--- src/rtl/dspe_pkg.sv ---
// ----------------------------------------------------------------------------
// dspe_pkg: shared definitions of the dense shortest-path engine
// Field widths, codes and the payload types of the input and result channels.
// ----------------------------------------------------------------------------
package dspe_pkg;

  localparam int unsigned NodesDefault = 16;
  localparam int unsigned NodeW        = 4;
  localparam int unsigned DistW        = 16;

  // Distance and weight value that stands for "no edge" or "unreachable".
  localparam logic [DistW-1:0] NoEdge = 16'hFFFF;

  // Operation codes of an input item.
  localparam logic OpLoad = 1'b0;
  localparam logic OpRun  = 1'b1;

  typedef struct packed {
    logic             op;
    logic [NodeW-1:0] row;
    logic [NodeW-1:0] col;
    logic [DistW-1:0] weight;
    logic [NodeW-1:0] source_node;
  } in_item_t;

  typedef struct packed {
    logic [NodeW-1:0] node;
    logic [DistW-1:0] dist_res;
    logic             found;
    logic             last;
  } out_item_t;

endpackage

--- src/rtl/dspe_if.sv ---
// ----------------------------------------------------------------------------
// dspe_in_if / dspe_out_if: valid-ready channels of the shortest-path engine
// A transfer takes place at a rising edge with valid and ready both high.
// ----------------------------------------------------------------------------
interface dspe_in_if;
  import dspe_pkg::*;

  logic     valid;
  logic     ready;
  in_item_t data;

  modport source (output valid, output data, input ready);
  modport sink   (input valid, input data, output ready);
endinterface

interface dspe_out_if;
  import dspe_pkg::*;

  logic      valid;
  logic      ready;
  out_item_t data;

  modport source (output valid, output data, input ready);
  modport sink   (input valid, input data, output ready);
endinterface

--- src/rtl/dspe_ram.sv ---
// ----------------------------------------------------------------------------
// dspe_ram: simple dual-port synchronous RAM
// One write port and one read port, read data registered.
// ----------------------------------------------------------------------------
module dspe_ram #(
  parameter int unsigned DEPTH = dspe_pkg::NodesDefault,
  parameter int unsigned WIDTH = dspe_pkg::DistW,
  localparam int unsigned AddrW = $clog2(DEPTH)
) (
  input  logic             clk_i,
  input  logic             we_i,
  input  logic [AddrW-1:0] waddr_i,
  input  logic [WIDTH-1:0] wdata_i,
  input  logic             re_i,
  input  logic [AddrW-1:0] raddr_i,
  output logic [WIDTH-1:0] rdata_o
);

  logic [WIDTH-1:0] mem_q [DEPTH];
  logic [WIDTH-1:0] rdata_q;

  always_ff @(posedge clk_i) begin
    if (we_i) begin
      mem_q[waddr_i] <= wdata_i;
    end
  end

  always_ff @(posedge clk_i) begin
    if (re_i) begin
      rdata_q <= mem_q[raddr_i];
    end
  end

  assign rdata_o = rdata_q;

endmodule

--- src/rtl/dense_shortest_path_engine_core.sv ---
// ----------------------------------------------------------------------------
// dense_shortest_path_engine_core: Dijkstra engine on a dense weight matrix
// Usage: items arrive on in_i. A load item (op = load) writes one edge weight
// into the NODES x NODES matrix and gives no result. A run
// item (op = run) names a source node; the engine then settles the other
// nodes in order of distance (ties to the lowest index) and delivers one
// result per settled node on out_o, the final one flagged by last. A run
// ends early with one result with found = 0 once nothing reachable remains,
// and a source outside the matrix gives that result at once.
// Flow: a run first copies the source's matrix row into the distance RAM,
// then each settled node issues its result and, unless it is the last,
// starts a relaxation sweep, in which the edge RAM and the distance RAM are
// read one entry a cycle and the next minimum is found on the fly. in_i is
// ready only between runs. Results sit in an output register; while the
// receiver stalls, the engine waits at the next result until it is free.
// Reset empties the output register, clears the settled flags and returns to
// idle; the matrix holds no defined contents until every entry is loaded.
// ----------------------------------------------------------------------------
module dense_shortest_path_engine_core #(
  parameter int unsigned NODES = dspe_pkg::NodesDefault
) (
  input  logic              clk_i,
  input  logic              rst_ni,
  dspe_in_if.sink           in_i,
  dspe_out_if.source        out_o
);
  import dspe_pkg::*;

  localparam int unsigned IW = $clog2(NODES);
  localparam int unsigned CW = $clog2(NODES + 1);
  localparam int unsigned AW = $clog2(NODES * NODES);

  typedef enum logic [3:0] {
    StIdle  = 4'b0001,
    StInit  = 4'b0010,
    StEmit  = 4'b0100,
    StRelax = 4'b1000
  } state_e;

  state_e           state_q, state_d;
  logic [CW-1:0]    cnt_q, cnt_d;
  logic             pv_q, pv_d;
  logic [IW-1:0]    pidx_q, pidx_d;
  logic [IW-1:0]    row_q, row_d;
  logic [DistW-1:0] cur_dist_q, cur_dist_d;
  logic [DistW-1:0] rmin_q, rmin_d;
  logic [IW-1:0]    rpick_q, rpick_d;
  logic             rany_q, rany_d;
  logic [IW-1:0]    step_q, step_d;
  logic [NODES-1:0] settled_q, settled_d;
  logic             out_valid_q, out_valid_d;
  out_item_t        out_data_q, out_data_d;

  logic             in_xfer;
  logic             load_ok;
  logic             src_ok;
  logic             issue;
  logic             sweep;
  logic             ew_we;
  logic [AW-1:0]    ew_waddr;
  logic [AW-1:0]    ew_raddr;
  logic [DistW-1:0] ew_rd;
  logic             bd_we;
  logic [DistW-1:0] bd_wdata;
  logic [DistW-1:0] bd_rd;
  logic [DistW:0]   sum;
  logic [DistW-1:0] sat;
  logic             upd;
  logic [DistW-1:0] val;
  logic             cand;
  logic             can_load;
  logic             is_last;

  assign in_i.ready = (state_q == StIdle);
  assign in_xfer    = in_i.valid && in_i.ready;

  assign load_ok = (8'(in_i.data.row) < 8'(NODES)) && (8'(in_i.data.col) < 8'(NODES));
  assign src_ok  = 8'(in_i.data.source_node) < 8'(NODES);

  assign ew_we    = in_xfer && (in_i.data.op == OpLoad) && load_ok;
  assign ew_waddr = AW'(in_i.data.row) * AW'(NODES) + AW'(in_i.data.col);

  assign sweep = (state_q == StInit) || (state_q == StRelax);
  assign issue = sweep && (cnt_q < CW'(NODES));

  assign ew_raddr = AW'(row_q) * AW'(NODES) + AW'(cnt_q[IW-1:0]);

  dspe_ram #(
    .DEPTH (NODES * NODES),
    .WIDTH (DistW)
  ) u_edge_ram (
    .clk_i   (clk_i),
    .we_i    (ew_we),
    .waddr_i (ew_waddr),
    .wdata_i (in_i.data.weight),
    .re_i    (issue),
    .raddr_i (ew_raddr),
    .rdata_o (ew_rd)
  );

  dspe_ram #(
    .DEPTH (NODES),
    .WIDTH (DistW)
  ) u_dist_ram (
    .clk_i   (clk_i),
    .we_i    (bd_we),
    .waddr_i (pidx_q),
    .wdata_i (bd_wdata),
    .re_i    (issue),
    .raddr_i (cnt_q[IW-1:0]),
    .rdata_o (bd_rd)
  );

  // Relaxation of one entry: saturating path sum against the stored distance.
  // The entry being written and the entry being read always differ, so the
  // distance RAM needs no forwarding.
  always_comb begin
    sum = {1'b0, cur_dist_q} + {1'b0, ew_rd};
    sat = sum[DistW] ? NoEdge : sum[DistW-1:0];
    upd = 1'b0;
    val = bd_rd;
    bd_we = 1'b0;
    bd_wdata = sat;
    if (state_q == StInit) begin
      val = (pidx_q == row_q) ? '0 : ew_rd;
      bd_we = pv_q;
      bd_wdata = val;
    end else begin
      upd = !settled_q[pidx_q] && (sat < bd_rd);
      val = upd ? sat : bd_rd;
      bd_we = pv_q && upd;
    end
    cand = pv_q && !settled_q[pidx_q] && (val < rmin_q);
  end

  assign can_load = !out_valid_q || out_o.ready;
  assign is_last  = !rany_q || (step_q == IW'(NODES - 2));

  always_comb begin
    state_d     = state_q;
    cnt_d       = cnt_q;
    pv_d        = issue;
    pidx_d      = cnt_q[IW-1:0];
    row_d       = row_q;
    cur_dist_d  = cur_dist_q;
    rmin_d      = rmin_q;
    rpick_d     = rpick_q;
    rany_d      = rany_q;
    step_d      = step_q;
    settled_d   = settled_q;
    out_valid_d = out_valid_q && !out_o.ready;
    out_data_d  = out_data_q;

    if (issue) begin
      cnt_d = cnt_q + CW'(1);
    end
    if (cand) begin
      rmin_d  = val;
      rpick_d = pidx_q;
      rany_d  = 1'b1;
    end

    unique case (state_q)
      StIdle: begin
        if (in_xfer && (in_i.data.op == OpRun)) begin
          rany_d = 1'b0;
          if (src_ok) begin
            settled_d = '0;
            settled_d[IW'(in_i.data.source_node)] = 1'b1;
            row_d   = IW'(in_i.data.source_node);
            cnt_d   = '0;
            rmin_d  = NoEdge;
            step_d  = '0;
            state_d = StInit;
          end else begin
            state_d = StEmit;
          end
        end
      end
      StInit, StRelax: begin
        if (pv_q && (pidx_q == IW'(NODES - 1))) begin
          state_d = StEmit;
        end
      end
      StEmit: begin
        if (can_load) begin
          out_valid_d         = 1'b1;
          out_data_d.node     = rany_q ? NodeW'(rpick_q) : '0;
          out_data_d.dist_res = rany_q ? rmin_q : '0;
          out_data_d.found    = rany_q;
          out_data_d.last     = is_last;
          if (rany_q) begin
            settled_d[rpick_q] = 1'b1;
            row_d      = rpick_q;
            cur_dist_d = rmin_q;
            step_d     = step_q + IW'(1);
            rmin_d     = NoEdge;
            rany_d     = 1'b0;
            cnt_d      = '0;
          end
          state_d = is_last ? StIdle : StRelax;
        end
      end
      default: begin
        state_d = StIdle;
      end
    endcase
  end

  always_ff @(posedge clk_i or negedge rst_ni) begin
    if (!rst_ni) begin
      state_q     <= StIdle;
      cnt_q       <= '0;
      pv_q        <= 1'b0;
      rany_q      <= 1'b0;
      step_q      <= '0;
      settled_q   <= '0;
      out_valid_q <= 1'b0;
    end else begin
      state_q     <= state_d;
      cnt_q       <= cnt_d;
      pv_q        <= pv_d;
      rany_q      <= rany_d;
      step_q      <= step_d;
      settled_q   <= settled_d;
      out_valid_q <= out_valid_d;
    end
  end

  always_ff @(posedge clk_i) begin
    pidx_q     <= pidx_d;
    row_q      <= row_d;
    cur_dist_q <= cur_dist_d;
    rmin_q     <= rmin_d;
    rpick_q    <= rpick_d;
    out_data_q <= out_data_d;
  end

  assign out_o.valid = out_valid_q;
  assign out_o.data  = out_data_q;

endmodule

--- src/flat_wrapper.sv ---
// flat-port wrapper written by rule: the top's interface ports become plain ports
module dense_shortest_path_engine_core_flat import dspe_pkg::*;
#(
  parameter int unsigned NODES = dspe_pkg::NodesDefault
)
  (clk_i, rst_ni, in_i_valid, in_i_data, in_i_ready, out_o_valid, out_o_data, out_o_ready);
  dspe_in_if in_i_i ();
  dspe_out_if out_o_i ();
  input  logic clk_i;
  input  logic rst_ni;
  input wire logic [$bits(in_i_i.valid)-1:0] in_i_valid;
  input wire logic [$bits(in_i_i.data)-1:0] in_i_data;
  output wire logic [$bits(in_i_i.ready)-1:0] in_i_ready;
  output wire logic [$bits(out_o_i.valid)-1:0] out_o_valid;
  output wire logic [$bits(out_o_i.data)-1:0] out_o_data;
  input wire logic [$bits(out_o_i.ready)-1:0] out_o_ready;
  assign in_i_i.valid = in_i_valid;
  assign in_i_i.data = in_i_data;
  assign in_i_ready = in_i_i.ready;
  assign out_o_valid = out_o_i.valid;
  assign out_o_data = out_o_i.data;
  assign out_o_i.ready = out_o_ready;
  dense_shortest_path_engine_core #(.NODES(NODES)) u_core (.clk_i(clk_i), .rst_ni(rst_ni), .in_i(in_i_i), .out_o(out_o_i));
endmodule
--- config.mk ---
export PLATFORM = sky130hd
export DESIGN_NAME = dense_shortest_path_engine_core_flat
export DESIGN_NICKNAME = d
export VERILOG_FILES = /design/src/rtl/dspe_pkg.sv /design/src/rtl/dspe_if.sv /design/src/rtl/dspe_ram.sv /design/src/rtl/dense_shortest_path_engine_core.sv /design/src/flat_wrapper.sv
export SDC_FILE = /design/constraint.sdc
export NUM_CORES = 2
export LEC_CHECK = 0
export BUFFER_PORTS_ARGS = -buffer_cell sky130_fd_sc_hd__clkbuf_2
export CORE_ASPECT_RATIO = 0.6
export CORE_MARGIN = 10
export CORE_UTILIZATION = 40
export CTS_CLUSTER_DIAMETER = 200
export DETAILED_ROUTE_END_ITERATION = 10
export GPL_TIMING_DRIVEN = 0
export SLEW_MARGIN = 15
export SYNTH_ARGS = -nofsm -noshare
export SYNTH_HDL_FRONTEND = slang
export SYNTH_MEMORY_MAX_BITS = 65536
export SYNTH_SLANG_ARGS = --single-unit
export TNS_END_PERCENT = 100
--- constraint.sdc ---
create_clock -name clk_i -period 11.7 [get_ports clk_i]
set_clock_uncertainty 0.1 [all_clocks]
set_input_delay 1.755 -clock clk_i [delete_from_list [all_inputs] [get_ports clk_i]]
set_output_delay 1.755 -clock clk_i [all_outputs]
set_load 0.03 [all_outputs]
## Word-level counts from Yosys, hierarchy flattened

Memories as Yosys holds them, arrays and structs flattened. A register that Yosys moved wholly into a read port is not among the register bits.
Cells that the tools add are included.

| storage, ports and cells | value |
|---|---|
| flip-flop bits (word level) | 98 |
| memory bits (writable) | 4352 |
| output and inout bits | 24 |
| word-level logic and storage cells | 119 |
| memories | 2 |

Memory list:

| memory | words | bits a word | rd ports | clocked after Yosys merged registers in | wr ports | RTL line | source |
|---|---|---|---|---|---|---|---|
| u_core.u_edge_ram.mem_q | 256 | 16 | 1 | 1 | 1 | dspe_ram.sv:19 | `logic [WIDTH-1:0] mem_q [DEPTH];` |
| u_core.u_dist_ram.mem_q | 16 | 16 | 1 | 1 | 1 | dspe_ram.sv:19 |  |

| operators by class | value |
|---|---|
| add/sub/neg operators | 5 |
| magnitude comparators | 8 |
| eq/ne operators | 11 |
| mux-type cells | 50 |
| bitwise gates (word level) | 2 |
| reduce and logical (&&, ||, !) cells | 25 |

Operators with widths:

| kind | number |
|---|---|
| two-way mux 16 bit | 12 |
| case mux 16 bit (2 select lines) | 2 |
| two-way mux 4 bit | 10 |
| < comparator 16 bit | 2 |
| two-way mux 5 bit | 4 |
| adder 16 x 16 -> 17 bit | 1 |
| adder 8 x 4 -> 8 bit | 2 |
| bitwise OR 16 bit | 1 |
| case mux 4 bit (2 select lines) | 2 |
| < comparator 4 x 5 -> 1 bit, second input constant | 3 |
| two-way mux 1 bit | 14 |
| == test 4 bit, second input constant | 3 |
| logical AND 1 bit | 12 |
| case mux 4 bit (3 select lines) | 1 |
| case mux 5 bit (2 select lines) | 1 |
| demux 1 bit (select 4 bit) | 2 |
| greater-or-equal comparator 4 x 1 -> 1 bit, second input constant | 2 |
| != test 2 x 1 -> 1 bit, second input constant | 3 |
| AND reduction 3 bit | 2 |
| adder 5 x 1 -> 5 bit, second input constant | 1 |
| < comparator 5 bit, second input constant | 1 |
| adder 4 x 1 -> 4 bit, second input constant | 1 |
| binary-select mux 1 bit (select 4 bit) | 1 |
| == test 4 x 1 -> 1 bit, second input constant | 1 |
| other kinds (12) | 17 |

## Longest topological paths before layout

| logic depth | value |
|---|---|
| word-level depth | 12 |
| gate-level depth with buffers | 29 |
| depth with buffers taken out | 26 |

## Hierarchy

From an unflattened synthesis, not the netlist that was laid out.

| unflattened totals | value |
|---|---|
| cell total of the unflattened synthesis | 8469 |
| area, all modules | 175539.6 sq um |

By module, submodules not included:

| module | times used | cells an instance | area an instance (sq um) |
|---|---|---|---|
| dspe_ram at u_core.u_edge_ram | 1 | 7360 | 158874.9 |
| dspe_ram at u_core.u_dist_ram | 1 | 432 | 10202.3 |
| dense_shortest_path_engine_core | 1 | 677 | 6462.4 |

## Worst setup path before layout

No wires, ideal clock.

| path | value |
|---|---|
| kind | register to register |
| start | register u_core.u_edge_ram.rdata_q[0] (netlist: u_core.u_edge_ram.rdata_o[0]), read port of u_core.u_edge_ram.mem_q |
| end | register u_core.rmin_q[6] |
| library setup time | 117 ps |
| arrival | 5760 ps |
| data required time | 11483 ps |
| slack | 5723 ps |
| cell stages (with the launch flop) | 28 |
| clock period less this slack | 5977 ps |
| cells stage by stage | edfxtp_1 -> ha_1 -> fa_1 -> a211oi_1 -> o21bai_1 -> a2bb2oi_2 -> nand2_1 -> or2_2 -> ha_1 -> nand2_1 -> nor4_1 -> nand3_1 -> a21oi_1 -> or2_0 -> clkbuf_1 -> clkbuf_1 -> nor3_1 -> or2_2 -> ha_1 -> nand3_1 -> nor3_1 -> o21ai_0 -> nand4_1 -> nor2_1 -> a21oi_1 -> nand2_1 -> clkbuf_1 -> o22a_1 |

| between the ends | value |
|---|---|
| cells in the longest elaborated chain, start to end | 12 |
| elaborated cells between the ends (all ways) | 14 |
| classes of those cells | add/sub: 1; order compare: 2; mux: 9; reduce/logical: 2 |

RTL lines:

| what | RTL line | source |
|---|---|---|
| start: declaration | dspe_ram.sv:20 | `logic [WIDTH-1:0] rdata_q;` |
| adder 16 x 16 -> 17 bit | dense_shortest_path_engine_core.sv:118 | `sum = {1'b0, cur_dist_q} + {1'b0, ew_rd};` |
| two-way mux 16 bit | dense_shortest_path_engine_core.sv:119 | `sat = sum[DistW] ? NoEdge : sum[DistW-1:0];` |
| < comparator 16 bit | dense_shortest_path_engine_core.sv:129 | `upd = !settled_q[pidx_q] && (sat < bd_rd);` |
| logical AND 1 bit | dense_shortest_path_engine_core.sv:129 |  |
| two-way mux 16 bit | dense_shortest_path_engine_core.sv:130 | `val = upd ? sat : bd_rd;` |
| two-way mux 16 bit * | dense_shortest_path_engine_core.sv:124 | `if (state_q == StInit) begin` |
| < comparator 16 bit | dense_shortest_path_engine_core.sv:133 | `cand = pv_q && !settled_q[pidx_q] && (val < rmin_q);` |
| logical AND 1 bit | dense_shortest_path_engine_core.sv:133 |  |
| two-way mux 16 bit * | dense_shortest_path_engine_core.sv:157 | `if (cand) begin` |
| two-way mux 16 bit | dense_shortest_path_engine_core.sv:192 | `if (rany_q) begin` |
| two-way mux 16 bit | dense_shortest_path_engine_core.sv:186 | `if (can_load) begin` |
| case mux 16 bit (2 select lines) * | dense_shortest_path_engine_core.sv:163 | `unique case (state_q)` |
| named net u_core.rmin_d[6] | dense_shortest_path_engine_core.sv:46 | `logic [DistW-1:0] rmin_q, rmin_d;` |
| end signal: assignment | dense_shortest_path_engine_core.sv:234 | `rmin_q <= rmin_d;` |
| end: declaration | dense_shortest_path_engine_core.sv:46 |  |

The timed path passes the listed nets; every way through them passes the cells marked *.
A chain may end at the register's enable or synchronous reset.

## Worst setup path after layout

| path | value |
|---|---|
| start | register u_core.cur_dist_q[0] |
| end | register u_core.rmin_q[4] |

| between the ends | value |
|---|---|
| cells in the longest elaborated chain, start to end | 12 |
| elaborated cells between the ends (all ways) | 13 |
| classes of those cells | add/sub: 1; order compare: 2; mux: 8; reduce/logical: 2 |

RTL lines:

| what | RTL line | source |
|---|---|---|
| start: declaration | dense_shortest_path_engine_core.sv:45 | `logic [DistW-1:0] cur_dist_q, cur_dist_d;` |
| start signal: assignment | dense_shortest_path_engine_core.sv:233 | `cur_dist_q <= cur_dist_d;` |
| adder 16 x 16 -> 17 bit * | dense_shortest_path_engine_core.sv:118 |  |
| two-way mux 16 bit * | dense_shortest_path_engine_core.sv:119 |  |
| < comparator 16 bit | dense_shortest_path_engine_core.sv:129 |  |
| logical AND 1 bit | dense_shortest_path_engine_core.sv:129 |  |
| two-way mux 16 bit * | dense_shortest_path_engine_core.sv:130 |  |
| two-way mux 16 bit * | dense_shortest_path_engine_core.sv:124 |  |
| < comparator 16 bit * | dense_shortest_path_engine_core.sv:133 |  |
| logical AND 1 bit * | dense_shortest_path_engine_core.sv:133 |  |
| named net u_core.cand | dense_shortest_path_engine_core.sv:70 | `logic cand;` |
| two-way mux 16 bit * | dense_shortest_path_engine_core.sv:157 |  |
| two-way mux 16 bit | dense_shortest_path_engine_core.sv:192 |  |
| two-way mux 16 bit | dense_shortest_path_engine_core.sv:186 |  |
| case mux 16 bit (2 select lines) * | dense_shortest_path_engine_core.sv:163 |  |
| named net u_core.rmin_d[4] | dense_shortest_path_engine_core.sv:46 |  |

Marked as above.

==> impl_results.md <==
* Vias in the first global route at between 80k and 90k
* Post-synthesis async set-or-reset flop share at less than 1%
* Longest individual stage delay on the worst path at 0.84 ns
* Avg Inst Size Synth at 23.9 µm²
* Max VDD drop at approximately 0.00014 V
* Count of input and output buffers at between 50 and 60
* Flop-to-flop setup slack at 2.66 ns
* Global router's overall resource usage at between 20 and 30%
* Max Fanout on Critical Path at 13
* Highest attainable clock frequency at roughly 0.11 GHz
* Cell Rows at 187
* Main combinational cell family by area after synthesis: multiplexers
* Flip-flop and latch count after synthesis at 4,482
* Placeable core region at about 0.43 mm²
* Remaining global-route overflow at 0
* Most common cell type on the critical path: a21oi_1
* Final RePlAce weighted congestion at about 1
* Pin count of the biggest net entering global routing at between 100 and 150
* Worst slew margin at a little over 5%
* Hold path cells at 0
* Final hold viol count at 0
* Die outline width at a little under 900 µm
* Unrepaired setup endpoints after global routing: false
* Number of setup violations in the final report at 0
* Worst hold path endpoint: u_core.pidx_q[2]$_DFF_P_
* Remaining number of nets flagged by the antenna check after routing at 0
* Worst Setup End Kind: flop
* Area overhead of the layout relative to synthesis at 15.6%
* Count of max-cap constraint violations at 0
* Synth Warn # at 0
* Iter 0 DRT Violations at between 15k and 20k
* I/O pin total at 57
* Half-perimeter wire length after placement at around 420 mm
* Root cell of the clock tree: clkbuf_16
* Overall power of the completed layout at around 41 mW
* Period minus WS final at about 9 ns
* Hold bufs inserted after CTS at 0
* TritonCTS clock tree: built
* Worst Path Required at about 12 ns
* Synth Area in Simple Gates at 1.56%
* Total routed wirelength at between 500 and 600 mm
* Status: finished, final reports clean
* R2r startpoint: u_core.cur_dist_q[0]$_DFFE_PP_
* Number of remaining DRC errors at 0
* Post-synth top flop: edfxtp_1
* Vias post-DR at approximately 90k
* Worst hold margin at between 0.2 and 0.3 ns
* Total setup buffers inserted after CTS at 0
* Final period utilization at 77.3%
* Number of levels in the clock H-tree at 5
* Maximum number of buffers from clock root to sink at 4
* Post-synth net total at 7,323
* Total power per unit cell area at slightly above 200 mW/mm²
* Clock slew seen by the registers of the worst setup and hold paths at approximately 0.07 ns
* CTS Buf Count at a little under 400
* Synth Area in XOR/XNOR at less than 1%
* Fraction of the mapped netlist area in compound gates at less than 1%
* Number of nets at the end of the flow at ~8k
* Pre-antenna DRT Iters at 9
* Type of the setup path with the least slack: reg2reg
* Reg-to-Reg End: u_core.rmin_q[4]$_DFF_P_
* Cell type of the slowest stage on the worst timing path: o21ai_0
* Hold Startpoint: u_core.cnt_q[2]$_DFF_PN0_
* Final Core Density at roughly 46%
* Total negative slack for setup checks at 0 ns
* CTS sink cnt at around 4.5k
* Startpoint class of the critical path: flop
* Average wire per standard cell at 42.2 µm
* Global-route wire length before repair at about 800 mm
* Hold Path Class: reg2reg
* Mean number of vias per cell at ~6.4
* Unique cell type count in the Yosys netlist at approximately 70
* Multiplexer share of the synthesized area at around a fifth
* Number of max-slew violations in the final report at 0
* Post-Syn Area at approximately 0.17 mm²
* Arithmetic-cell share of the synthesized area counting full adders, half adders and majority gates at 0.365%
* Die Ht at approximately 530 µm
* Clk Latency, worst-skew pair at 1.00 ns
* Cells after synthesis at 7,240
* Number of antenna violations at the first check in global routing at 90
* Number of gates resized after CTS at 0
* Worst r2r path cells at 28
* Data arrival at the endpoint of the critical path at around 9.8 ns
* Slew of the pin with the lowest slew margin at around 1.4 ns
* Sequential share of the synthesized area at a little under 80%
* Effective utilization at floorplan at between 40% and 50%
* Leakage power figure at 60.1 nW
* Post-synth EDFFs at roughly 4.4k
* Share of cells above drive strength 1 at about 35%
* Die area at between 0.4 and 0.5 mm²
[state kept, by name, summed over array words and instances (netlist names), 4 cells and up]
register and count:
u_core.cnt_q 5, u_core.cur_dist_q 16, u_core.out_o.data 22, u_core.pidx_q 4, u_core.rmin_q 16, u_core.row_q 4
u_core.rpick_q 4, u_core.settled_q 16, u_core.state_q 4, u_core.step_q 4, u_core.u_dist_ram.mem_q 256, u_core.u_dist_ram.rdata_o 16
u_core.u_edge_ram.mem_q 4096, u_core.u_edge_ram.rdata_o 16
[critical path: cells and delay by family (launching register included)]
kind,cells,cell delay (ns)
adder cells (fa/ha/maj),4,1.40
buffers and inverters,4,1.48
flip-flops,1,0.49
AO/OA/AOI/OAI,11,3.39
AND/OR/NAND/NOR,9,2.02
[report_power, final]
part	leakage, nW	internal, mW	switching [mW]
sequential	40.4	17.9	0.102
combinational	13.5	3.53	6.50
clock	6.30	7.35	6.10
[cell usage after synthesis (5+ instances only)]
master,n,area (µm²)
a211oi_1,17,128
a21o_1,7,52.6
a21oi_1,50,250
a22oi_1,12,90.1
and2_1,23,144
buf_1,48,180
buf_2,104,521
buf_4,11,82.6
buf_6,10,113
clkbuf_1,218,818
dfrtp_1,31,776
dfxtp_1,20,400
edfxtp_1,4430,133000
ha_1,49,613
inv_1,38,143
mux2i_1,15,150
mux4_2,1428,32200
nand2_1,121,454
nand2b_1,14,87.6
nand3_1,41,205
nand4_1,9,56.3
nand4b_1,6,52.6
nor2_1,311,1170
nor2b_1,27,169
nor3_1,26,130
o21ai_0,65,325
o22a_1,15,131
o31ai_1,5,37.5
or2_2,5,31.3
or3_1,11,68.8
xnor2_1,8,70.1
xor2_1,10,87.6
[layout by cell type (no fill, tap or decap), drive strengths merged, types with 9 or more instances in the layout]
cell type and n:
o22a 15, nor2 312, nand3 41, nor2b 27
nand4 9, clkinvlp 16, nand2b 14, mux4 1428
o21ai 65, clkinv 179, dfrtp 31, nand2 121
or3 11, clkbuf 745, dfxtp 20, nor3 26
diode 54, buf 404, inv 53, a21oi 50
xor2 10, mux2i 15, edfxtp 4430, a211oi 17
a22oi 12, bufinv 46, ha 49, and2 23
[cells by family after synthesis]
group / count (synthesis)
xor gates and xnor gates: 18
AOI/OAI and AO/OA: 205
DFF: 4482
adders and majority gates: 50
and+or+nand+nor: 610
buffers and inverters: 431
muxes: 1444
[worst max-delay path by stage]
stage	start	end	cells past startpoint	slack (ns)
after floorplan	u_core.u_edge_ram.rdata_o[0]$_DFFE_PP_	u_core.rmin_q[6]$_DFF_P_	27	5.72
after global placement	u_core.cur_dist_q[0]$_DFFE_PP_	u_core.rmin_q[1]$_DFF_P_	28	3.07
after detailed placement	u_core.cur_dist_q[0]$_DFFE_PP_	u_core.rmin_q[6]$_DFF_P_	28	3.01
after CTS	u_core.cur_dist_q[0]$_DFFE_PP_	u_core.rmin_q[6]$_DFF_P_	28	2.94
after global routing	u_core.cur_dist_q[0]$_DFFE_PP_	u_core.rmin_q[6]$_DFF_P_	28	2.03
final	u_core.cur_dist_q[0]$_DFFE_PP_	u_core.rmin_q[4]$_DFF_P_	28	2.66
[layer usage]
layer / wire [µm] / GRT usage (%)
met5: 1320 / 2.41
met1: 238000 / 36.7
met2: 214000 / 29.2
met4: 17100 / 6.65
met3: 124000 / 17.0
[cell type report]
type | count | area (µm²)
Clock inverter | 254 | 2600
Antenna cell | 54 | 135
Clock buffer | 469 | 10300
Tap cell | 5764 | 7210
Inverter | 40 | 150
Timing Repair Buffer | 289 | 4830
Buffer | 391 | 1900
Multi-Input combinational cell | 2327 | 38800
Sequential cell | 4482 | 134000
Fill cell | 35083 | 232000
[through the flow]
step	area (µm²)	worst slack, ns	cells
final	200000	2.66	14070
after detailed placement	187000	3.01	13293
after CTS	200000	2.94	14016
after global routing	200000	2.03	14036
after floorplan	173000	5.72	7240
after global placement	181000	3.07	13060
Power figures use the tool's default switching activity.
